### src/rtl/ffea_pkg.sv
`timescale 1ns / 1ps

package ffea_pkg;

   // default sizing
   localparam int MEM_SIZE_DEFAULT    = 1024;
   localparam int MAX_EXTENTS_DEFAULT = 16;

   // field widths
   localparam int OPCODE_W = 1;
   localparam int START_W  = 10;
   localparam int LENGTH_W = 11;
   localparam int STATUS_W = 2;
   localparam int GRANT_W  = 10;

   // start + length needs this many bits
   localparam int CALC_W_MIN = 12;

   localparam logic [OPCODE_W-1:0] OPC_ALLOC = 1'b0;
   localparam logic [OPCODE_W-1:0] OPC_FREE  = 1'b1;

   typedef logic [STATUS_W-1:0] status_type;

   localparam status_type ST_DONE  = 2'd0;
   localparam status_type ST_NOFIT = 2'd1;
   localparam status_type ST_FULL  = 2'd2;

   // datapath micro-ops, one per cycle
   typedef enum logic [4:0] {
      OP_NONE,
      OP_INIT,
      OP_LOAD,
      OP_READ,
      OP_READ_PREV,
      OP_NEXT,
      OP_SHRINK,
      OP_GRANT_DROP,
      OP_MARK_LO,
      OP_MERGE_START,
      OP_MERGE_EXT,
      OP_MERGE_WR,
      OP_DROP_WR,
      OP_DROP_END,
      OP_INS_START,
      OP_SHUP_WR,
      OP_INS_WR,
      OP_RSP_LOAD
   } dp_op_type;

   typedef struct packed {
      dp_op_type  op;
      logic       set_status;
      status_type status;
   } dp_cmd_type;

   typedef struct packed {
      logic is_free;
      logic trivial;
      logic at_end;
      logic fit_gt;
      logic fit_eq;
      logic lim_ge_s;
      logic first_le_e;
      logic full;
      logic idx_eq_lo;
   } dp_sts_type;

endpackage

### src/rtl/ffea_req_if.sv
`timescale 1ns / 1ps

interface ffea_req_if;
   logic                               valid;
   logic                               ready;
   logic [ffea_pkg::OPCODE_W-1:0]      opcode;
   logic [ffea_pkg::START_W-1:0]       block_start;
   logic [ffea_pkg::LENGTH_W-1:0]      block_length;

   modport source (output valid, output opcode, output block_start, output block_length,
                   input ready);
   modport sink   (input valid, input opcode, input block_start, input block_length,
                   output ready);
endinterface

### src/rtl/ffea_rsp_if.sv
`timescale 1ns / 1ps

interface ffea_rsp_if;
   logic                          valid;
   logic                          ready;
   logic [ffea_pkg::STATUS_W-1:0] status;
   logic [ffea_pkg::GRANT_W-1:0]  granted_start;

   modport source (output valid, output status, output granted_start, input ready);
   modport sink   (input valid, input status, input granted_start, output ready);
endinterface

### src/rtl/ffea_ctrl.sv
`timescale 1ns / 1ps

module ffea_ctrl (
   input  logic                  clock,
   input  logic                  reset,
   input  logic                  req_valid,
   output logic                  req_ready,
   output logic                  rsp_valid,
   input  logic                  rsp_ready,
   output ffea_pkg::dp_cmd_type  cmd,
   input  ffea_pkg::dp_sts_type  sts
);

   typedef enum logic [15:0] {
      S_INIT     = 16'h0001,
      S_IDLE     = 16'h0002,
      S_DISPATCH = 16'h0004,
      S_A_FETCH  = 16'h0008,
      S_A_EVAL   = 16'h0010,
      S_DROP_RD  = 16'h0020,
      S_DROP_WR  = 16'h0040,
      S_LO_FETCH = 16'h0080,
      S_LO_EVAL  = 16'h0100,
      S_HI_FETCH = 16'h0200,
      S_HI_EVAL  = 16'h0400,
      S_MERGE_WR = 16'h0800,
      S_INS      = 16'h1000,
      S_SHUP_RD  = 16'h2000,
      S_SHUP_WR  = 16'h4000,
      S_RESP     = 16'h8000
   } state_type;

   state_type state_ff, state_in;
   logic      rsp_valid_ff, rsp_valid_in;
   logic      rsp_load;

   always_comb begin
      state_in       = state_ff;
      cmd.op         = ffea_pkg::OP_NONE;
      cmd.set_status = 1'b0;
      cmd.status     = ffea_pkg::ST_DONE;
      req_ready      = 1'b0;
      rsp_load       = 1'b0;
      case (state_ff)
         S_INIT: begin
            cmd.op   = ffea_pkg::OP_INIT;
            state_in = S_IDLE;
         end
         S_IDLE: begin
            req_ready = 1'b1;
            if (req_valid) begin
               cmd.op   = ffea_pkg::OP_LOAD;
               state_in = S_DISPATCH;
            end
         end
         S_DISPATCH: begin
            if (!sts.is_free) begin
               state_in = S_A_FETCH;
            end else if (sts.trivial) begin
               state_in = S_RESP;
            end else begin
               state_in = S_LO_FETCH;
            end
         end
         S_A_FETCH: begin
            if (sts.at_end) begin
               cmd.set_status = 1'b1;
               cmd.status     = ffea_pkg::ST_NOFIT;
               state_in       = S_RESP;
            end else begin
               cmd.op   = ffea_pkg::OP_READ;
               state_in = S_A_EVAL;
            end
         end
         S_A_EVAL: begin
            if (sts.fit_gt) begin
               cmd.op   = ffea_pkg::OP_SHRINK;
               state_in = S_RESP;
            end else if (sts.fit_eq) begin
               cmd.op   = ffea_pkg::OP_GRANT_DROP;
               state_in = S_DROP_RD;
            end else begin
               cmd.op   = ffea_pkg::OP_NEXT;
               state_in = S_A_FETCH;
            end
         end
         S_DROP_RD: begin
            if (sts.at_end) begin
               cmd.op   = ffea_pkg::OP_DROP_END;
               state_in = S_RESP;
            end else begin
               cmd.op   = ffea_pkg::OP_READ;
               state_in = S_DROP_WR;
            end
         end
         S_DROP_WR: begin
            cmd.op   = ffea_pkg::OP_DROP_WR;
            state_in = S_DROP_RD;
         end
         S_LO_FETCH: begin
            if (sts.at_end) begin
               cmd.op   = ffea_pkg::OP_MARK_LO;
               state_in = S_INS;
            end else begin
               cmd.op   = ffea_pkg::OP_READ;
               state_in = S_LO_EVAL;
            end
         end
         S_LO_EVAL: begin
            if (sts.lim_ge_s) begin
               if (sts.first_le_e) begin
                  cmd.op   = ffea_pkg::OP_MERGE_START;
                  state_in = S_HI_FETCH;
               end else begin
                  cmd.op   = ffea_pkg::OP_MARK_LO;
                  state_in = S_INS;
               end
            end else begin
               cmd.op   = ffea_pkg::OP_NEXT;
               state_in = S_LO_FETCH;
            end
         end
         S_HI_FETCH: begin
            if (sts.at_end) begin
               state_in = S_MERGE_WR;
            end else begin
               cmd.op   = ffea_pkg::OP_READ;
               state_in = S_HI_EVAL;
            end
         end
         S_HI_EVAL: begin
            if (sts.first_le_e) begin
               cmd.op   = ffea_pkg::OP_MERGE_EXT;
               state_in = S_HI_FETCH;
            end else begin
               state_in = S_MERGE_WR;
            end
         end
         S_MERGE_WR: begin
            cmd.op   = ffea_pkg::OP_MERGE_WR;
            state_in = S_DROP_RD;
         end
         S_INS: begin
            if (sts.full) begin
               cmd.set_status = 1'b1;
               cmd.status     = ffea_pkg::ST_FULL;
               state_in       = S_RESP;
            end else begin
               cmd.op   = ffea_pkg::OP_INS_START;
               state_in = S_SHUP_RD;
            end
         end
         S_SHUP_RD: begin
            if (sts.idx_eq_lo) begin
               cmd.op   = ffea_pkg::OP_INS_WR;
               state_in = S_RESP;
            end else begin
               cmd.op   = ffea_pkg::OP_READ_PREV;
               state_in = S_SHUP_WR;
            end
         end
         S_SHUP_WR: begin
            cmd.op   = ffea_pkg::OP_SHUP_WR;
            state_in = S_SHUP_RD;
         end
         S_RESP: begin
            // wait for the output register to free up
            if (!rsp_valid_ff || rsp_ready) begin
               cmd.op   = ffea_pkg::OP_RSP_LOAD;
               rsp_load = 1'b1;
               state_in = S_IDLE;
            end
         end
         default: begin
            state_in = S_INIT;
         end
      endcase
   end

   assign rsp_valid_in = rsp_load | (rsp_valid_ff & ~rsp_ready);
   assign rsp_valid    = rsp_valid_ff;

   always_ff @(posedge clock) begin
      if (reset) begin
         state_ff     <= S_INIT;
         rsp_valid_ff <= 1'b0;
      end else begin
         state_ff     <= state_in;
         rsp_valid_ff <= rsp_valid_in;
      end
   end

endmodule

### src/rtl/ffea_dpath.sv
`timescale 1ns / 1ps

module ffea_dpath #(
   parameter int MEM_SIZE    = ffea_pkg::MEM_SIZE_DEFAULT,
   parameter int MAX_EXTENTS = ffea_pkg::MAX_EXTENTS_DEFAULT
) (
   input  logic                          clock,
   input  logic                          reset,
   input  logic [ffea_pkg::OPCODE_W-1:0] req_opcode,
   input  logic [ffea_pkg::START_W-1:0]  req_block_start,
   input  logic [ffea_pkg::LENGTH_W-1:0] req_block_length,
   output ffea_pkg::status_type          rsp_status,
   output logic [ffea_pkg::GRANT_W-1:0]  rsp_granted_start,
   input  ffea_pkg::dp_cmd_type          cmd,
   output ffea_pkg::dp_sts_type          sts
);

   localparam int AW = $clog2(MEM_SIZE + 1);             // extent bound width
   localparam int WW = (AW > ffea_pkg::CALC_W_MIN) ? AW : ffea_pkg::CALC_W_MIN;
   localparam int CW = $clog2(MAX_EXTENTS + 1);          // count / pointer width
   localparam int XW = $clog2(MAX_EXTENTS);              // memory address width
   localparam logic [AW-1:0] MEM_AW = AW'(MEM_SIZE);
   localparam logic [WW-1:0] MEM_WW = WW'(MEM_SIZE);

   // entry = {first, limit}
   logic [2*AW-1:0] extent_ff [MAX_EXTENTS];
   logic [2*AW-1:0] rd_data_ff;

   logic            wr_en;
   logic [XW-1:0]   wr_addr;
   logic [2*AW-1:0] wr_data;
   logic            rd_en;
   logic [XW-1:0]   rd_addr;

   logic [CW-1:0] count_ff, count_in;
   logic [CW-1:0] idx_ff, idx_in;
   logic [CW-1:0] dst_ff, dst_in;
   logic [CW-1:0] lo_ff, lo_in;
   logic [ffea_pkg::OPCODE_W-1:0] op_ff, op_in;
   logic [ffea_pkg::START_W-1:0]  s_ff, s_in;
   logic [ffea_pkg::LENGTH_W-1:0] len_ff, len_in;
   logic [AW-1:0] e_ff, e_in;
   logic [AW-1:0] nf_ff, nf_in;
   logic [AW-1:0] nl_ff, nl_in;
   logic [AW-1:0] grant_ff, grant_in;
   ffea_pkg::status_type status_ff, status_in;
   ffea_pkg::status_type rsp_status_ff, rsp_status_in;
   logic [ffea_pkg::GRANT_W-1:0] rsp_grant_ff, rsp_grant_in;

   logic [AW-1:0] rd_first, rd_limit;
   logic [WW-1:0] avail_w, len_w, s_w, sum_w, first_len_w, grant_w;
   logic [AW-1:0] s_aw, e_clip, first_plus_len, min_first, max_limit;
   logic [CW-1:0] idx_m1;

   assign rd_first = rd_data_ff[2*AW-1:AW];
   assign rd_limit = rd_data_ff[AW-1:0];

   assign len_w   = WW'(len_ff);
   assign s_w     = WW'(s_ff);
   assign s_aw    = s_w[AW-1:0];
   assign avail_w = WW'(rd_limit) - WW'(rd_first);
   assign first_len_w    = WW'(rd_first) + len_w;
   assign first_plus_len = first_len_w[AW-1:0];
   assign min_first = (rd_first < s_aw) ? rd_first : s_aw;
   assign max_limit = (rd_limit > e_ff) ? rd_limit : e_ff;
   assign idx_m1    = idx_ff - CW'(1);
   assign grant_w   = WW'(grant_ff);

   // end of the incoming range, clipped to the memory
   assign sum_w  = WW'(req_block_start) + WW'(req_block_length);
   assign e_clip = (sum_w > MEM_WW) ? MEM_AW : sum_w[AW-1:0];

   always_comb begin
      sts.is_free    = (op_ff == ffea_pkg::OPC_FREE);
      sts.trivial    = (len_ff == '0) || (s_w >= MEM_WW);
      sts.at_end     = (idx_ff == count_ff);
      sts.fit_gt     = (avail_w > len_w);
      sts.fit_eq     = (avail_w == len_w);
      sts.lim_ge_s   = (WW'(rd_limit) >= s_w);
      sts.first_le_e = (rd_first <= e_ff);
      sts.full       = (count_ff >= CW'(MAX_EXTENTS));
      sts.idx_eq_lo  = (idx_ff == lo_ff);
   end

   // memory port control
   always_comb begin
      wr_en   = 1'b0;
      wr_addr = '0;
      wr_data = '0;
      rd_en   = 1'b0;
      rd_addr = '0;
      case (cmd.op)
         ffea_pkg::OP_INIT: begin
            wr_en   = 1'b1;
            wr_data = {AW'(0), MEM_AW};
         end
         ffea_pkg::OP_READ: begin
            rd_en   = 1'b1;
            rd_addr = idx_ff[XW-1:0];
         end
         ffea_pkg::OP_READ_PREV: begin
            rd_en   = 1'b1;
            rd_addr = idx_m1[XW-1:0];
         end
         ffea_pkg::OP_SHRINK: begin
            wr_en   = 1'b1;
            wr_addr = idx_ff[XW-1:0];
            wr_data = {first_plus_len, rd_limit};
         end
         ffea_pkg::OP_MERGE_WR: begin
            wr_en   = 1'b1;
            wr_addr = lo_ff[XW-1:0];
            wr_data = {nf_ff, nl_ff};
         end
         ffea_pkg::OP_DROP_WR: begin
            wr_en   = 1'b1;
            wr_addr = dst_ff[XW-1:0];
            wr_data = rd_data_ff;
         end
         ffea_pkg::OP_SHUP_WR: begin
            wr_en   = 1'b1;
            wr_addr = idx_ff[XW-1:0];
            wr_data = rd_data_ff;
         end
         ffea_pkg::OP_INS_WR: begin
            wr_en   = 1'b1;
            wr_addr = lo_ff[XW-1:0];
            wr_data = {s_aw, e_ff};
         end
         default: begin
         end
      endcase
   end

   always_ff @(posedge clock) begin
      if (wr_en) begin
         extent_ff[wr_addr] <= wr_data;
      end
      if (rd_en) begin
         rd_data_ff <= extent_ff[rd_addr];
      end
   end

   // next-state for pointers, request, status and response registers
   always_comb begin
      count_in      = count_ff;
      idx_in        = idx_ff;
      dst_in        = dst_ff;
      lo_in         = lo_ff;
      op_in         = op_ff;
      s_in          = s_ff;
      len_in        = len_ff;
      e_in          = e_ff;
      nf_in         = nf_ff;
      nl_in         = nl_ff;
      grant_in      = grant_ff;
      status_in     = status_ff;
      rsp_status_in = rsp_status_ff;
      rsp_grant_in  = rsp_grant_ff;
      if (cmd.set_status) begin
         status_in = cmd.status;
      end
      case (cmd.op)
         ffea_pkg::OP_INIT: begin
            count_in = CW'(1);
         end
         ffea_pkg::OP_LOAD: begin
            op_in     = req_opcode;
            s_in      = req_block_start;
            len_in    = req_block_length;
            e_in      = e_clip;
            idx_in    = '0;
            grant_in  = '0;
            status_in = ffea_pkg::ST_DONE;
         end
         ffea_pkg::OP_NEXT: begin
            idx_in = idx_ff + CW'(1);
         end
         ffea_pkg::OP_SHRINK: begin
            grant_in = rd_first;
         end
         ffea_pkg::OP_GRANT_DROP: begin
            grant_in = rd_first;
            dst_in   = idx_ff;
            idx_in   = idx_ff + CW'(1);
         end
         ffea_pkg::OP_MARK_LO: begin
            lo_in = idx_ff;
         end
         ffea_pkg::OP_MERGE_START: begin
            lo_in  = idx_ff;
            nf_in  = min_first;
            nl_in  = max_limit;
            idx_in = idx_ff + CW'(1);
         end
         ffea_pkg::OP_MERGE_EXT: begin
            nl_in  = max_limit;
            idx_in = idx_ff + CW'(1);
         end
         ffea_pkg::OP_MERGE_WR: begin
            dst_in = lo_ff + CW'(1);
         end
         ffea_pkg::OP_DROP_WR: begin
            dst_in = dst_ff + CW'(1);
            idx_in = idx_ff + CW'(1);
         end
         ffea_pkg::OP_DROP_END: begin
            // compacted table ends where the write pointer stopped
            count_in = dst_ff;
         end
         ffea_pkg::OP_INS_START: begin
            idx_in = count_ff;
         end
         ffea_pkg::OP_SHUP_WR: begin
            idx_in = idx_m1;
         end
         ffea_pkg::OP_INS_WR: begin
            count_in = count_ff + CW'(1);
         end
         ffea_pkg::OP_RSP_LOAD: begin
            rsp_status_in = status_ff;
            rsp_grant_in  = grant_w[ffea_pkg::GRANT_W-1:0];
         end
         default: begin
         end
      endcase
   end

   always_ff @(posedge clock) begin
      if (reset) begin
         count_ff <= CW'(1);
      end else begin
         count_ff <= count_in;
      end
   end

   always_ff @(posedge clock) begin
      idx_ff        <= idx_in;
      dst_ff        <= dst_in;
      lo_ff         <= lo_in;
      op_ff         <= op_in;
      s_ff          <= s_in;
      len_ff        <= len_in;
      e_ff          <= e_in;
      nf_ff         <= nf_in;
      nl_ff         <= nl_in;
      grant_ff      <= grant_in;
      status_ff     <= status_in;
      rsp_status_ff <= rsp_status_in;
      rsp_grant_ff  <= rsp_grant_in;
   end

   assign rsp_status        = rsp_status_ff;
   assign rsp_granted_start = rsp_grant_ff;

endmodule

### src/rtl/first_fit_extent_allocator.sv
`timescale 1ns / 1ps

// First-fit extent allocator with coalescing on free.
// req_chan carries one request per transfer: opcode (allocate / free), block_start
// and block_length. rsp_chan returns exactly one transfer per request: status
// (done, no fit, table full) and granted_start for a successful allocate.
// Requests are handled one at a time. req_chan is ready only in idle; a new
// request is taken while the previous response still sits in the output register.
// Work per request: a memory read, then an evaluate or move step, for each table
// entry visited, plus dispatch, write-back and response load. The extent memory
// is walked in address order, one entry at a time.
// No two requests overlap; req_chan reopens the cycle after the response loads.
// Reset: once reset releases, the controller first writes the whole-memory
// extent into entry 0; req_chan stays not ready while it does so.
// Stall: a response not taken holds in the output register; the next
// request then finishes its work and waits until that transfer completes.
module first_fit_extent_allocator #(
   parameter int MEM_SIZE    = ffea_pkg::MEM_SIZE_DEFAULT,
   parameter int MAX_EXTENTS = ffea_pkg::MAX_EXTENTS_DEFAULT
) (
   input logic        clock,
   input logic        reset,
   ffea_req_if.sink   req_chan,
   ffea_rsp_if.source rsp_chan
);

   ffea_pkg::dp_cmd_type cmd;   // controller -> datapath micro-op
   ffea_pkg::dp_sts_type sts;   // datapath compare flags

   // sequencer: table walk, compaction, insert shift, response handoff
   ffea_ctrl u_ctrl (
      .clock     (clock),
      .reset     (reset),
      .req_valid (req_chan.valid),
      .req_ready (req_chan.ready),
      .rsp_valid (rsp_chan.valid),
      .rsp_ready (rsp_chan.ready),
      .cmd       (cmd),
      .sts       (sts)
   );

   // extent memory, count, scan pointers and response register
   ffea_dpath #(
      .MEM_SIZE    (MEM_SIZE),
      .MAX_EXTENTS (MAX_EXTENTS)
   ) u_dpath (
      .clock             (clock),
      .reset             (reset),
      .req_opcode        (req_chan.opcode),
      .req_block_start   (req_chan.block_start),
      .req_block_length  (req_chan.block_length),
      .rsp_status        (rsp_chan.status),
      .rsp_granted_start (rsp_chan.granted_start),
      .cmd               (cmd),
      .sts               (sts)
   );

endmodule

### src/flat_wrapper.sv
// flat-port wrapper written by rule: the top's interface ports become plain ports
module first_fit_extent_allocator_flat 
#(
   parameter int MEM_SIZE    = ffea_pkg::MEM_SIZE_DEFAULT,
   parameter int MAX_EXTENTS = ffea_pkg::MAX_EXTENTS_DEFAULT
)
  (clock, reset, req_chan_valid, req_chan_opcode, req_chan_block_start, req_chan_block_length, req_chan_ready, rsp_chan_valid, rsp_chan_status, rsp_chan_granted_start, rsp_chan_ready);
  ffea_req_if req_chan_i ();
  ffea_rsp_if rsp_chan_i ();
  input logic clock;
  input logic reset;
  input wire logic [$bits(req_chan_i.valid)-1:0] req_chan_valid;
  input wire logic [$bits(req_chan_i.opcode)-1:0] req_chan_opcode;
  input wire logic [$bits(req_chan_i.block_start)-1:0] req_chan_block_start;
  input wire logic [$bits(req_chan_i.block_length)-1:0] req_chan_block_length;
  output wire logic [$bits(req_chan_i.ready)-1:0] req_chan_ready;
  output wire logic [$bits(rsp_chan_i.valid)-1:0] rsp_chan_valid;
  output wire logic [$bits(rsp_chan_i.status)-1:0] rsp_chan_status;
  output wire logic [$bits(rsp_chan_i.granted_start)-1:0] rsp_chan_granted_start;
  input wire logic [$bits(rsp_chan_i.ready)-1:0] rsp_chan_ready;
  assign req_chan_i.valid = req_chan_valid;
  assign req_chan_i.opcode = req_chan_opcode;
  assign req_chan_i.block_start = req_chan_block_start;
  assign req_chan_i.block_length = req_chan_block_length;
  assign req_chan_ready = req_chan_i.ready;
  assign rsp_chan_valid = rsp_chan_i.valid;
  assign rsp_chan_status = rsp_chan_i.status;
  assign rsp_chan_granted_start = rsp_chan_i.granted_start;
  assign rsp_chan_i.ready = rsp_chan_ready;
  first_fit_extent_allocator #(.MEM_SIZE(MEM_SIZE), .MAX_EXTENTS(MAX_EXTENTS)) u_core (.clock(clock), .reset(reset), .req_chan(req_chan_i), .rsp_chan(rsp_chan_i));
endmodule
### config.mk
export PLATFORM = sky130hd
export DESIGN_NAME = first_fit_extent_allocator_flat
export DESIGN_NICKNAME = d
export VERILOG_FILES = /design/src/rtl/ffea_pkg.sv /design/src/rtl/ffea_req_if.sv /design/src/rtl/ffea_rsp_if.sv /design/src/rtl/ffea_ctrl.sv /design/src/rtl/ffea_dpath.sv /design/src/rtl/first_fit_extent_allocator.sv /design/src/flat_wrapper.sv
export SDC_FILE = /design/constraint.sdc
export NUM_CORES = 1
export LEC_CHECK = 0
export BUFFER_PORTS_ARGS = -buffer_cell sky130_fd_sc_hd__buf_2
export CELL_PAD_IN_SITES_DETAIL_PLACEMENT = 1
export CELL_PAD_IN_SITES_GLOBAL_PLACEMENT = 1
export CORE_MARGIN = 2
export CORE_UTILIZATION = 45
export CTS_CLUSTER_DIAMETER = 40
export DETAILED_ROUTE_END_ITERATION = 7
export GPL_ROUTABILITY_DRIVEN = 0
export PLACE_DENSITY_LB_ADDON = 0.1
export SYNTH_ARGS = -nofsm -noshare
export SYNTH_HDL_FRONTEND = slang
export SYNTH_HIERARCHICAL = 1
export SYNTH_SLANG_ARGS = --single-unit
### constraint.sdc
create_clock -name clock -period 8.15 [get_ports clock]
set_clock_uncertainty 0.15 [all_clocks]
set_input_delay 0.815 -clock clock [delete_from_list [all_inputs] [get_ports clock]]
set_output_delay 0.815 -clock clock [all_outputs]
set_load 0.005 [all_outputs]
After elaboration in Yosys (flattened, before gate mapping)
Memories as Yosys holds them, arrays and structs flattened. A register that Yosys moved wholly into a read port is not among the register bits.
Index checks and enable logic that the tools add are counted.
- bits in registers: 116
- logic and storage cells: 143
- output and inout bits: 14
- RAM bits: 352
- memories: 1
- input port bits: 26
- magnitude comparators: 8
- equal/unequal tests: 38
- muxes and demuxes: 48
- reduce and logical (&&, ||, !) cells: 20
- add/sub/neg operators: 8
- bitwise logic cells: 3
- memories (name ; depth ; width ; rd ports ; clocked after memory_dff ; write ports ; line ; source):
    u_core.u_dpath.extent_ff ; 16 ; 22 ; 1 ; 1 ; 1 ; ffea_dpath.sv:26 ; logic [2*AW-1:0] extent_ff [MAX_EXTENTS];
- operators with widths (operator ; number):
    $pmux W16 S15 ; 1
    $mux W16 ; 10
    $pmux W22 S5 ; 1
    $pmux W5 S14 ; 1
    $eq A5 B4 Y1 const B ; 8
    $pmux W5 S3 ; 2
    $mux W13 ; 2
    $mux W12 ; 2
    $add A5 B1 Y5 const B ; 4
    $eq A5 B3 Y1 const B ; 4
    $pmux W10 S2 ; 1
    $pmux W5 S4 ; 1
    $reduce_or A2 Y1 ; 9
    $eq A16 B1 Y1 const B ; 1
    $eq A16 B10 Y1 const B ; 1
    $eq A16 B11 Y1 const B ; 1
    $eq A16 B12 Y1 const B ; 1
    $eq A16 B13 Y1 const B ; 1
    $eq A16 B14 Y1 const B ; 1
    $eq A16 B15 Y1 const B ; 1
    $eq A16 B16 Y1 const B ; 1
    $eq A16 B2 Y1 const B ; 1
    $eq A16 B3 Y1 const B ; 1
    $eq A16 B4 Y1 const B ; 1
    46 further kinds ; 68

Logic depth before layout (Yosys ltp)
Gate-level depths: netlist (run 1).
- word-level depth: 10
- gate-level depth with buffers: 29

Modules after synthesis
The synthesis (run 1) kept the hierarchy.
- modules (own cells, without submodules) (module ; area an instance (um^2) ; seq. area each (um^2) ; cells an instance ; instances):
    ffea_dpath ; 21649.5 ; 14133.6 ; 1426 ; 1
    ffea_ctrl ; 1249.9 ; 340.3 ; 167 ; 1

Worst setup path after synthesis (run 1)
OpenSTA, ideal clock, no wires.
- path kind: register -> register
- start point: register u_core.u_dpath.rd_data_ff[12] (read register of u_core.u_dpath.extent_ff)
- end point: register u_core.u_dpath.grant_ff[0] (enable)
- path slack: -29 ps
- stages on the path, launching flop included: 22
- period minus slack after synthesis: 8179 ps
- setup time: 321 ps
- required time: 7679 ps
- arrival: 7708 ps
- path through: edfxtp_1 > inv_1 > ha_1 > nor2b_1 > o21a_1 > o21ai_0 > a21oi_1 > a211oi_1 > nor3_1 > ha_1 > nand3_1 > nor2_1 > o21ai_0 > o211a_1 > o2bb2ai_1 > nor2_1 > a211o_1 > or4_1 > buf_6 > nand2b_1 > nor4_1 > or2_2
- RTL lines (element ; line ; source):
    start: declaration ; ffea_dpath.sv:27 ; logic [2*AW-1:0] rd_data_ff;
    end signal: assignment ; ffea_dpath.sv:247 ; grant_ff <= grant_in;
    end: declaration ; ffea_dpath.sv:45 ; logic [AW-1:0] grant_ff, grant_in;

==> results of run 1 <==
-- cells in the final DEF (no fill, tap or decap), types with 37 or more instances in the layout --
cell type  count
mux4_2        44
nand2_1       57
mux2i_1      110
clkbuf_16     77
nor2_1        63
o21ai_0       37
edfxtp_1     466
ha_1          88
buf_4         47
inv_1         77
buf_2         39
o22ai_1       48
a21oi_1       42
-- metal layers --
layer	vias to the layer above	global-route usage [%]
met4	0	8.50
met3	116	4.03
met2	354	39.5
met1	7335	32.8
met5	-	0
li1	6484	-
-- critical path, delay by kind of cell, from the launching register on --
family | cells | cell delay [ns]
simple gates | 8 | 2.02
fa+ha+maj | 2 | 0.62
buf+inv | 3 | 0.78
flops | 1 | 0.58
mux | 1 | 0.38
compound gates | 11 | 2.54
-- metrics by stage --
stage	area, µm²	hold slack [ns]
after floorplan	22900	0.250
after global placement	24100	0.258
after detailed placement	24100	0.259
after CTS	26700	0.221
after global routing	26700	0.227
final	26700	0.253
-- area by class of cell --
class                   count  share of cell area, %
clock inverters            59                   2.54
well taps                 672                   3.15
inverters                  78                   1.10
diodes                      2                 0.0187
flip-flops and latches    490                   54.2
repair buffers             89                   2.28
clock buffers              81                   7.27
multi-input cells         949                   29.5
-- sequential cells by signal, summed over array words and instances (netlist names), 10 cells and up --
name / cells
u_core/u_ctrl/state_ff: 16
u_core/u_dpath/extent_ff: 352
u_core/u_dpath/e_ff: 11
u_core/u_dpath/s_ff: 10
u_core/u_dpath/len_ff: 11
u_core/u_dpath/nl_ff: 11
u_core/u_dpath/rsp_granted_start: 10
u_core/u_dpath/nf_ff: 11
u_core/u_dpath/grant_ff: 10
u_core/u_dpath/rd_data_ff: 22
-- logic make-up after synthesis --
| kind of cell | count (synthesis) | share of synthesized area, % |
|---|---|---|
| simple gates | 370 | 8.81 |
| other cells | 1 | 0.0164 |
| xor+xnor | 46 | 1.76 |
| flops | 490 | 63.2 |
| buf+inv | 154 | 2.90 |
| compound gates | 276 | 8.56 |
| mux | 165 | 9.68 |
| fa+ha+maj | 91 | 5.07 |
-- path summary, 6_finish.rpt --
check	from	endpoint	depth (start not counted)
max	u_core/u_dpath/rd_data_ff[12]$_DFFE_PN_	u_core/u_dpath/rd_data_ff[20]$_DFFE_PN_	25
min	req_chan_block_start[5]	u_core/u_dpath/s_ff[5]$_DFFE_PP_	1
max reg2reg	u_core/u_dpath/rd_data_ff[12]$_DFFE_PN_	u_core/u_dpath/rd_data_ff[20]$_DFFE_PN_	25
min reg2reg	u_core/u_dpath/grant_ff[9]$_SDFFCE_PN0P_	u_core/u_dpath/rsp_granted_start[9]$_DFFE_PN_	0
-- report_power, final --
group / switching, mW / internal [mW] / total, mW
Combinational: 0.214 / 0.136 / 0.350
Clock: 1.26 / 2.03 / 3.29
Sequential: 0.0413 / 2.79 / 2.83
Total: 1.52 / 4.95 / 6.47
==> qor.yml, run 1 <==
yosysMostFrequentCell: "edfxtp_1"
placed_cells: 2278
highest_layer: "met4"
wl_met1_mm: 27.7
stdcell_count: 2420
cts_hold_buf: 0
ys_async_sr_fraction_pct: 0
slowest_delay_ns: 0.59
synth.distinct_cells: 78
fin_crit_sh_pct: 91.1
core_area_um2: 50200
area_growth_pct: 16.6
fin_crit_ns: 7.42
dpl.hpwl_mm: 42.1
overflow: 0
multi_input_area_um2: 7870
finalMaxSlewViolations: 0
wl_mm: 62.7
path_clk_slew_ns: 0.05
fillers: 4821
cts_setup_buffers: 0
crit_fanout: 50
firstDrtPassIters: 7
grt_usage_pct: 24.2
vias_per_cell: 5.90
synth_edf_count: 466
io_pins: 40
vias: 14300
wl_met2_mm: 30.3
cts_buffer_depth: 3
cts_resized: 0
die-area_um2: 52700
finalSetupViolations: 0
cts_tree: "yes"
numCtsBuffers: 76
clk_latency_ns: 0.62
utilization_pct: 53.2
grt_pass1_wl_mm: 95.5
h-tree-depth: 3
crit_arrival_ns: 7.64
nets: 1801
rrSetupSlack_ns: 0.73
synth_area_leaders: "edfxtp_1, ha_1, mux2i_1"
dpl_worst_slack_ns: 0.823
grt_start_max_net_pins: 51
synth_seq_area_share_pct: 63.2
rsz0062_at_grt: "false"
p_total_mw: 6.47
postRouteAntennaNets: 0
endpoint_kind: "flop"
wl_met3_mm: 2.85
dr.first_iter.drc_count: 1080
cpMaxStageDelayCell: "or4_1"
grt_pass1_vias: 14900
status: "finished clean"
maxSlewHeadroom_pct: 19.0
dieHeight_um: 230
finalWorstSetupSlack_ns: 0.726
ir_drop_v: 0.000226
syn_area_per_cell_um2: 14.4
critPathKind: "flop to flop"
worst_slew_pin_slew_ns: 1.22
worstPathRequired_ns: 8.36
hold_viol_final: 0
start_kind: "flop"
worst_path_most_repeated_cell: "o21ai_0"
initial_core_util_pct: 45.6
numPortBuffers: 39
core.rowCount: 82
cts_num_sinks: 490
synth_flop_cell: "edfxtp_1"
drc_errors: 0
synthCells: 1593
finalSetupTns_ns: 0
synth_seq_cells: 490
antenna_found_initial: 2
yosys.area.top_type_share_pct: 61.1
yosysTopAreaCell: "edfxtp_1"
routedWlPerCell_um: 25.9
drive_above_1_share_pct: 18.3
fmax_ghz: 0.135
p_per_area_nw_per_um2: 242
synth_nets: 1710
die-width_um: 230
clockRootBuffer: "clkbuf_16"
hold_path_class: "input port to flop"
yosysWarnings: 6
cap_violations: 0
yosys-top-cells-count: "edfxtp_1, mux2i_1, ha_1"
syn_area_um2: 22900
regArea_um2: 14500
power_leakage_nw: 8.87
Note: power is estimated with default switching activity, not from simulation.
==> run 2: changes to the inputs <==
Settings changed: RECOVER_POWER set to 50.
==> run 2 against run 1 <==
  * The run now ends with max-capacitance violations, max-slew violations left
  * Count of clock-buffer cells in the layout unchanged
  * Register-to-register slack worse by 0.18 ns
  * Final area down 0.39%
  * Global-route usage unchanged
  * Die area unchanged
  * Final cell count unchanged
  * Maximum frequency down 2.4%
  * Setup slack worse by 0.18 ns
  * First-iteration DRC count up 5.6%
  * Critical path type unchanged
  * Critical endpoint is now u_core/u_dpath/extent_ff[12][12]$_DFFE_PP_
  * Largest cell class unchanged
  * Largest power group unchanged
  * Highest routed layer unchanged
==> qor.yml, run 2 (synthesized netlist as in run 1, its figures left out) <==
status: "finished with violations"  # was finished clean
violations: "max-capacitance violations, max-slew violations"
use_met2_pct: 39.5  # unchanged
path_clk_slew_ns: 0.05  # about the same
initial_core_util_pct: 45.6  # unchanged
cap_violations: 4  # was 0
regMostFlops: "u_core/u_dpath/extent_ff"  # unchanged
hold_ws_ns: 0.252  # was 0.253 ns
core.rowCount: 82  # unchanged
dieHeight_um: 230  # unchanged
start_kind: "flop"  # unchanged
cp_cell_sequence: "inv_1, ha_1, nor2b_1, o21a_1, o21ai_0, a21oi_1, a211oi_1, nor3_1, ha_1, nand3_1, nor2_1, o21ai_0, o211a_1, o2bb2ai_1, nor2_1, a211o_1, or4_1, buf_4, or2_0, nor2_1, clkbuf_1, a22o_1, a221o_1"
rrSetupSlack_ns: 0.54  # was 0.73 ns
p_per_area_nw_per_um2: 243  # was 242 nW/µm²
h-tree-depth: 3  # unchanged
final_common_cell: "edfxtp_1"  # unchanged
p_total_mw: 6.47  # about the same
area_growth_pct: 16.2  # was 16.6%
cts_tree: "yes"  # unchanged
worstPathRequired_ns: 8.29  # was 8.36 ns
critPathKind: "flop to flop"  # unchanged
reg_top3: "u_core/u_dpath/extent_ff (352), u_core/u_dpath/rd_data_ff (22), u_core/u_ctrl/state_ff (16)"  # unchanged
vias_per_cell: 5.93  # was 5.90
slowest_delay_ns: 0.90  # was 0.59 ns
place_area_um2: 24100  # unchanged
endpoint_kind: "flop"  # unchanged
hold_viol_final: 0  # unchanged
fin_crit_ns: 7.61  # was 7.42 ns
rr_endpoint: "u_core/u_dpath/extent_ff[12][12]$_DFFE_PP_"  # was u_core/u_dpath/rd_data_ff[20]$_DFFE_PN_
ir_drop_v: 0.000226  # about the same
firstDrtPassIters: 6  # was 7
die-area_um2: 52700  # unchanged
wl_mm: 62.7  # about the same
min_from: "req_chan_block_start[5]"  # unchanged
power_leakage_nw: 8.75  # was 8.87 nW
finalSetupTns_ns: 0  # unchanged
grt_pass1_wl_mm: 95.5  # unchanged
overflow: 0  # unchanged
fillers: 4839  # was 4,821
cts_resized: 0  # unchanged
core_area_um2: 50200  # unchanged
crit_arrival_ns: 7.75  # was 7.64 ns
design_area_um2: 26600  # was 26,700 µm²
numPortBuffers: 39  # unchanged
met3_usage_pct: 4.03  # unchanged
cts_buffer_depth: 3  # unchanged
cts_setup_buffers: 0  # unchanged
postRouteAntennaNets: 0  # unchanged
cts_num_sinks: 490  # unchanged
finalMaxSlewViolations: 61  # was 0
largest_reg_flops: 352  # unchanged
hold_path_class: "input port to flop"  # unchanged
internal-power_mw: 4.95  # about the same
die-width_um: 230  # unchanged
busiest_layer: "met2"  # unchanged
worst_path_most_repeated_cell: "nor2_1"  # was o21ai_0
stdcell_count: 2420  # unchanged
placed_cells: 2278  # unchanged
cts_hold_buf: 0  # unchanged
numCtsBuffers: 76  # unchanged
grt_start_max_net_pins: 51  # unchanged
clk_latency_ns: 0.62  # about the same
dpl.hpwl_mm: 42.1  # unchanged
power_frac_clock_pct: 50.9  # was 50.8%
finalSetupViolations: 0  # unchanged
clockRootBuffer: "clkbuf_16"  # unchanged
timing.rr.start: "u_core/u_dpath/rd_data_ff[12]$_DFFE_PN_"  # unchanged
grt_pass1_vias: 14900  # unchanged
drive_above_1_share_pct: 15.9  # was 18.3%
p_sw_share_pct: 23.5  # was 23.4%
combPwrFrac_pct: 5.4  # about the same
power.switching_mw: 1.52  # about the same
fin_crit_sh_pct: 93.4  # was 91.1%
met1_usage_pct: 32.8  # unchanged
maxSlewHeadroom_pct: -30.1  # was 19.0%
grt_usage_pct: 24.2  # unchanged
antenna_found_initial: 2  # unchanged
p_seq_share_pct: 43.8  # about the same
fmax_ghz: 0.131  # was 0.135 GHz
nets: 1801  # unchanged
layout_common_cells: "edfxtp_1, mux2i_1, ha_1"  # unchanged
drc_errors: 0  # unchanged
routedWlPerCell_um: 25.9  # about the same
holdPathStages: 1  # unchanged
min_to: "u_core/u_dpath/s_ff[5]$_DFFE_PP_"  # unchanged
worst_slew_pin_slew_ns: 1.93  # was 1.22 ns
cpMaxStageDelayCell: "nor2_1"  # was or4_1
io_pins: 40  # unchanged
rsz0062_at_grt: "false"  # unchanged
vias: 14300  # about the same
dr.first_iter.drc_count: 1140  # was 1,080
reg2reg_depth: 23  # was 25
crit_fanout: 26  # was 50
run 2: worst max-delay path, delay by kind of cell, from the launching register on:
family,cells,cell delay (ns)
simple gates,8,2.53
fa+ha+maj,2,0.62
flops,1,0.57
buf+inv,3,0.80
compound gates,10,2.60
run 2: power by group through the flow:
| stage | sequential, mW | clock (mW) | combinational [mW] |
|---|---|---|---|
| 3_5_place_dp | 2.88 | 0 | 0.350 |
| 6_report | 2.83 | 3.29 | 0.348 |
| 3_3_place_gp | 2.88 | 0 | 0.343 |
| 5_1_grt | 2.84 | 3.44 | 0.386 |
| 2_1_floorplan | 2.86 | 0 | 0.255 |
| 4_1_cts | 2.83 | 3.35 | 0.353 |
run 2: worst max path at each step:
stage / from / to / cells past startpoint
global placement: u_core/u_dpath/rd_data_ff[12]$_DFFE_PN_ / u_core/u_dpath/rd_data_ff[4]$_DFFE_PN_ / 25
global route: u_core/u_dpath/rd_data_ff[12]$_DFFE_PN_ / u_core/u_dpath/extent_ff[12][20]$_DFFE_PP_ / 24
detailed placement: u_core/u_dpath/rd_data_ff[12]$_DFFE_PN_ / u_core/u_dpath/rd_data_ff[4]$_DFFE_PN_ / 25
floorplan: u_core/u_dpath/rd_data_ff[12]$_DFFE_PN_ / u_core/u_dpath/grant_ff[0]$_SDFFCE_PN0P_ / 21
CTS: u_core/u_dpath/rd_data_ff[12]$_DFFE_PN_ / u_core/u_dpath/rd_data_ff[4]$_DFFE_PN_ / 25
finish: u_core/u_dpath/rd_data_ff[12]$_DFFE_PN_ / u_core/u_dpath/extent_ff[12][12]$_DFFE_PP_ / 23
run 2: stage by stage:
step / util [%] / setup slack [ns]
finish: 53.0 / 0.542
global placement: 48.0 / 0.985
CTS: 53.2 / 0.801
detailed placement: 48.0 / 0.823
global route: 53.0 / 0.166
floorplan: - / 1.51
run 2: cell type report:
| cell class | count | area, µm² | share of cell area [%] |
|---|---|---|---|
| Sequential cell | 490 | 14500 | 54.4 |
| Multi-Input combinational cell | 949 | 7840 | 29.4 |
| Clock buffer | 81 | 1940 | 7.30 |
| Tap cell | 672 | 841 | 3.16 |
| Clock inverter | 59 | 678 | 2.55 |
| Timing Repair Buffer | 89 | 539 | 2.03 |
| Inverter | 78 | 293 | 1.10 |
| Antenna cell | 2 | 5.00 | 0.0188 |
run 2: per-layer routing:
layer | up-vias | share of wire, %
met4 | 0 | 3.1
met5 | - | 0
met1 | 7367 | 44
li1 | 6495 | -
met2 | 363 | 48
met3 | 117 | 4.8
==> run 3: changes to the inputs <==
==> constraint.sdc (replaced) <==
create_clock -name clock -period 8.15 [get_ports clock]
set_clock_uncertainty 0.15 [all_clocks]
set_input_delay 1.2225 -clock clock [delete_from_list [all_inputs] [get_ports clock]]
set_output_delay 1.2225 -clock clock [all_outputs]
set_load 0.005 [all_outputs]
==> run 3 against run 2 <==
  * The flow still finishes with violations (max-capacitance violations, max-slew violations)
  * Register-to-register slack got worse by 0.02 ns
  * Final area rose by 0.49%
  * Wire length barely moved
  * Worst hold slack improved by 0.016 ns
  * Sequential share of layout area fell by 0.27 points
  * Maximum frequency fell by 0.31%
  * Count of clock-buffer cells in the layout rose by 5
  * Combinational power barely moved
  * Global-route usage barely moved
  * Clock power rose by 5%
  * Die area did not move
  * Final cell count did not move
  * Critical endpoint is now u_core/u_dpath/extent_ff[10][14]$_DFFE_PP_
  * Highest routed layer unchanged
==> qor.yml, run 3 (synthesized netlist as in run 1, its figures left out) <==
dpl.hpwl_mm: 41.8  # was 42.1 mm
postRouteAntennaNets: 0  # unchanged
drc_errors: 0  # unchanged
antenna_found_initial: 0  # was 2
finalWorstSetupSlack_ns: 0.518  # was 0.542 ns
die-width_um: 230  # unchanged
io_pins: 40  # unchanged
wl_mm: 62.8  # was 62.7 mm
fmax_ghz: 0.131  # about the same
routedWlPerCell_um: 25.9  # about the same
finalSetupViolations: 0  # unchanged
cts_num_sinks: 490  # unchanged
ir_drop_v: 0.000194  # was 0.000226 V
layout_common_cells: "edfxtp_1, mux2i_1, ha_1"  # unchanged
cts_tree: "yes"  # unchanged
critPathKind: "flop to flop"  # unchanged
finalSetupTns_ns: 0  # unchanged
core.rowCount: 82  # unchanged
finalMaxSlewViolations: 61  # unchanged
worst_slew_pin_slew_ns: 1.97  # was 1.93 ns
dieHeight_um: 230  # unchanged
nets: 1803  # was 1,801
worstPathRequired_ns: 8.27  # was 8.29 ns
cts_setup_buffers: 0  # unchanged
core_area_um2: 50200  # unchanged
vias: 14300  # about the same
cap_violations: 4  # unchanged
die-area_um2: 52700  # unchanged
vias_per_cell: 5.91  # was 5.93
status: "finished with violations"  # unchanged
hold_viol_final: 0  # unchanged
numPortBuffers: 39  # unchanged
fin_crit_ns: 7.63  # was 7.61 ns
grt_pass1_vias: 15100  # was 14,900
p_per_area_nw_per_um2: 248  # was 243 nW/µm²
drive_above_1_share_pct: 16.0  # was 15.9%
maxSlewHeadroom_pct: -32.7  # was -30.1%
cts_hold_buf: 0  # unchanged
grt_pass1_wl_mm: 95.9  # was 95.5 mm
largest_reg_flops: 352  # unchanged
cts_buffer_depth: 3  # unchanged
start_kind: "flop"  # unchanged
h-tree-depth: 3  # unchanged
dr.first_iter.drc_count: 1078  # was 1,140
path_clk_slew_ns: 0.05  # about the same
endpoint_kind: "flop"  # unchanged
grt_start_max_net_pins: 51  # unchanged
overflow: 0  # unchanged
clockRootBuffer: "clkbuf_16"  # unchanged
crit_fanout: 26  # unchanged
final_common_cell: "edfxtp_1"  # unchanged
reg_top3: "u_core/u_dpath/extent_ff (352), u_core/u_dpath/rd_data_ff (22), u_core/u_ctrl/state_ff (16)"  # unchanged
cts_resized: 0  # unchanged
initial_core_util_pct: 45.6  # unchanged
regMostFlops: "u_core/u_dpath/extent_ff"  # unchanged
diodes: 0  # was 2
clk_latency_ns: 0.61  # was 0.62 ns
power_leakage_nw: 8.84  # was 8.75 nW
firstDrtPassIters: 5  # was 6
crit_arrival_ns: 7.75  # about the same
fin_crit_sh_pct: 93.6  # was 93.4%
violations: "max-capacitance violations, max-slew violations"  # unchanged
numCtsBuffers: 78  # was 76
rsz0062_at_grt: "false"  # unchanged
hold_path_class: "flop to flop"  # was input port to flop
area_growth_pct: 16.8  # was 16.2%
dpl_worst_slack_ns: 0.821  # was 0.823 ns
grt_usage_pct: 24.2  # about the same
## run 3: changes by cell type in the layout (fill, tap and decap cells not counted), moves of 2 or more
| cell | change |
|---|---|
| clkinvlp_4 | -5 |
| bufinv_16 | +3 |
| buf_4 | -2 |
| inv_6 | +2 |
| clkinv_1 | -3 |
| clkbuf_16 | +3 |
| diode_2 | -2 |
| clkinv_4 | -2 |
| clkbuf_1 | +3 |
| inv_8 | +3 |
## run 3: final cells by class
| class | count | area [µm²] |
|---|---|---|
| clock buffer | 86 | 2020 |
| tap | 672 | 841 |
| inverter | 78 | 293 |
| timing repair buffer | 89 | 533 |
| multi-input combinational | 949 | 7840 |
| sequential | 490 | 14500 |
| clock inverter | 56 | 738 |
| fill | 4850 | 23400 |
## run 3: final timing paths
kind	start	end	slack [ns]	cells after the start
setup reg to reg	u_core/u_dpath/rd_data_ff[12]$_DFFE_PN_	u_core/u_dpath/extent_ff[10][14]$_DFFE_PP_	0.52	24
hold reg to reg	u_core/u_dpath/grant_ff[8]$_SDFFCE_PN0P_	u_core/u_dpath/rsp_granted_start[8]$_DFFE_PN_	0.27	0
setup / recovery	u_core/u_dpath/rd_data_ff[12]$_DFFE_PN_	u_core/u_dpath/extent_ff[10][14]$_DFFE_PP_	0.52	24
hold / removal	u_core/u_dpath/grant_ff[8]$_SDFFCE_PN0P_	u_core/u_dpath/rsp_granted_start[8]$_DFFE_PN_	0.27	0
## run 3: metrics by stage
| stage | instance area, µm² | utilization, % | hold slack [ns] | cells | power, mW |
|---|---|---|---|---|---|
| floorplan | 22900 | - | 0.250 | 1593 | 3.11 |
| global placement | 24100 | 48.0 | 0.258 | 2278 | 3.23 |
| detailed placement | 24100 | 48.0 | 0.256 | 2278 | 3.23 |
| CTS | 26800 | 53.5 | 0.269 | 2420 | 6.71 |
| global route | 26700 | 53.3 | 0.270 | 2420 | 6.83 |
| finish | 26700 | 53.3 | 0.268 | 2420 | 6.64 |
## run 3: where the power goes
| part | total [mW] | internal (mW) | switching [mW] | leakage (nW) |
|---|---|---|---|---|
| logic | 0.349 | 0.134 | 0.215 | 3.57 |
| clock network | 3.46 | 2.19 | 1.27 | 1.33 |
| registers | 2.83 | 2.79 | 0.0415 | 3.94 |
## run 3: critical path, cell delays in order, from the launching register on
cell and delay [ns]:
edfxtp_1 0.56, inv_1 0.18, ha_1 0.29, nor2b_1 0.13
o21a_1 0.18, o21ai_0 0.35, a21oi_1 0.16, a211oi_1 0.23
nor3_1 0.09, ha_1 0.32, nand3_1 0.13, nor2_1 0.12
o21ai_0 0.09, o211a_1 0.12, o2bb2ai_1 0.36, nor2_1 0.14
a211o_1 0.23, or4_1 0.60, buf_4 0.27, or2_0 0.39
nor2_1 0.94, clkbuf_1 0.31, a222oi_1 0.10, o21ai_0 0.11
clkbuf_1 0.72
## run 3: layer usage
metal	GRT usage, %	vias to the layer above	share of wire [%]
li1	-	6484	-
met1	32.5	7342	43
met2	39.9	362	49
met3	3.92	121	4.5
met4	8.77	0	3.4
met5	0	-	0
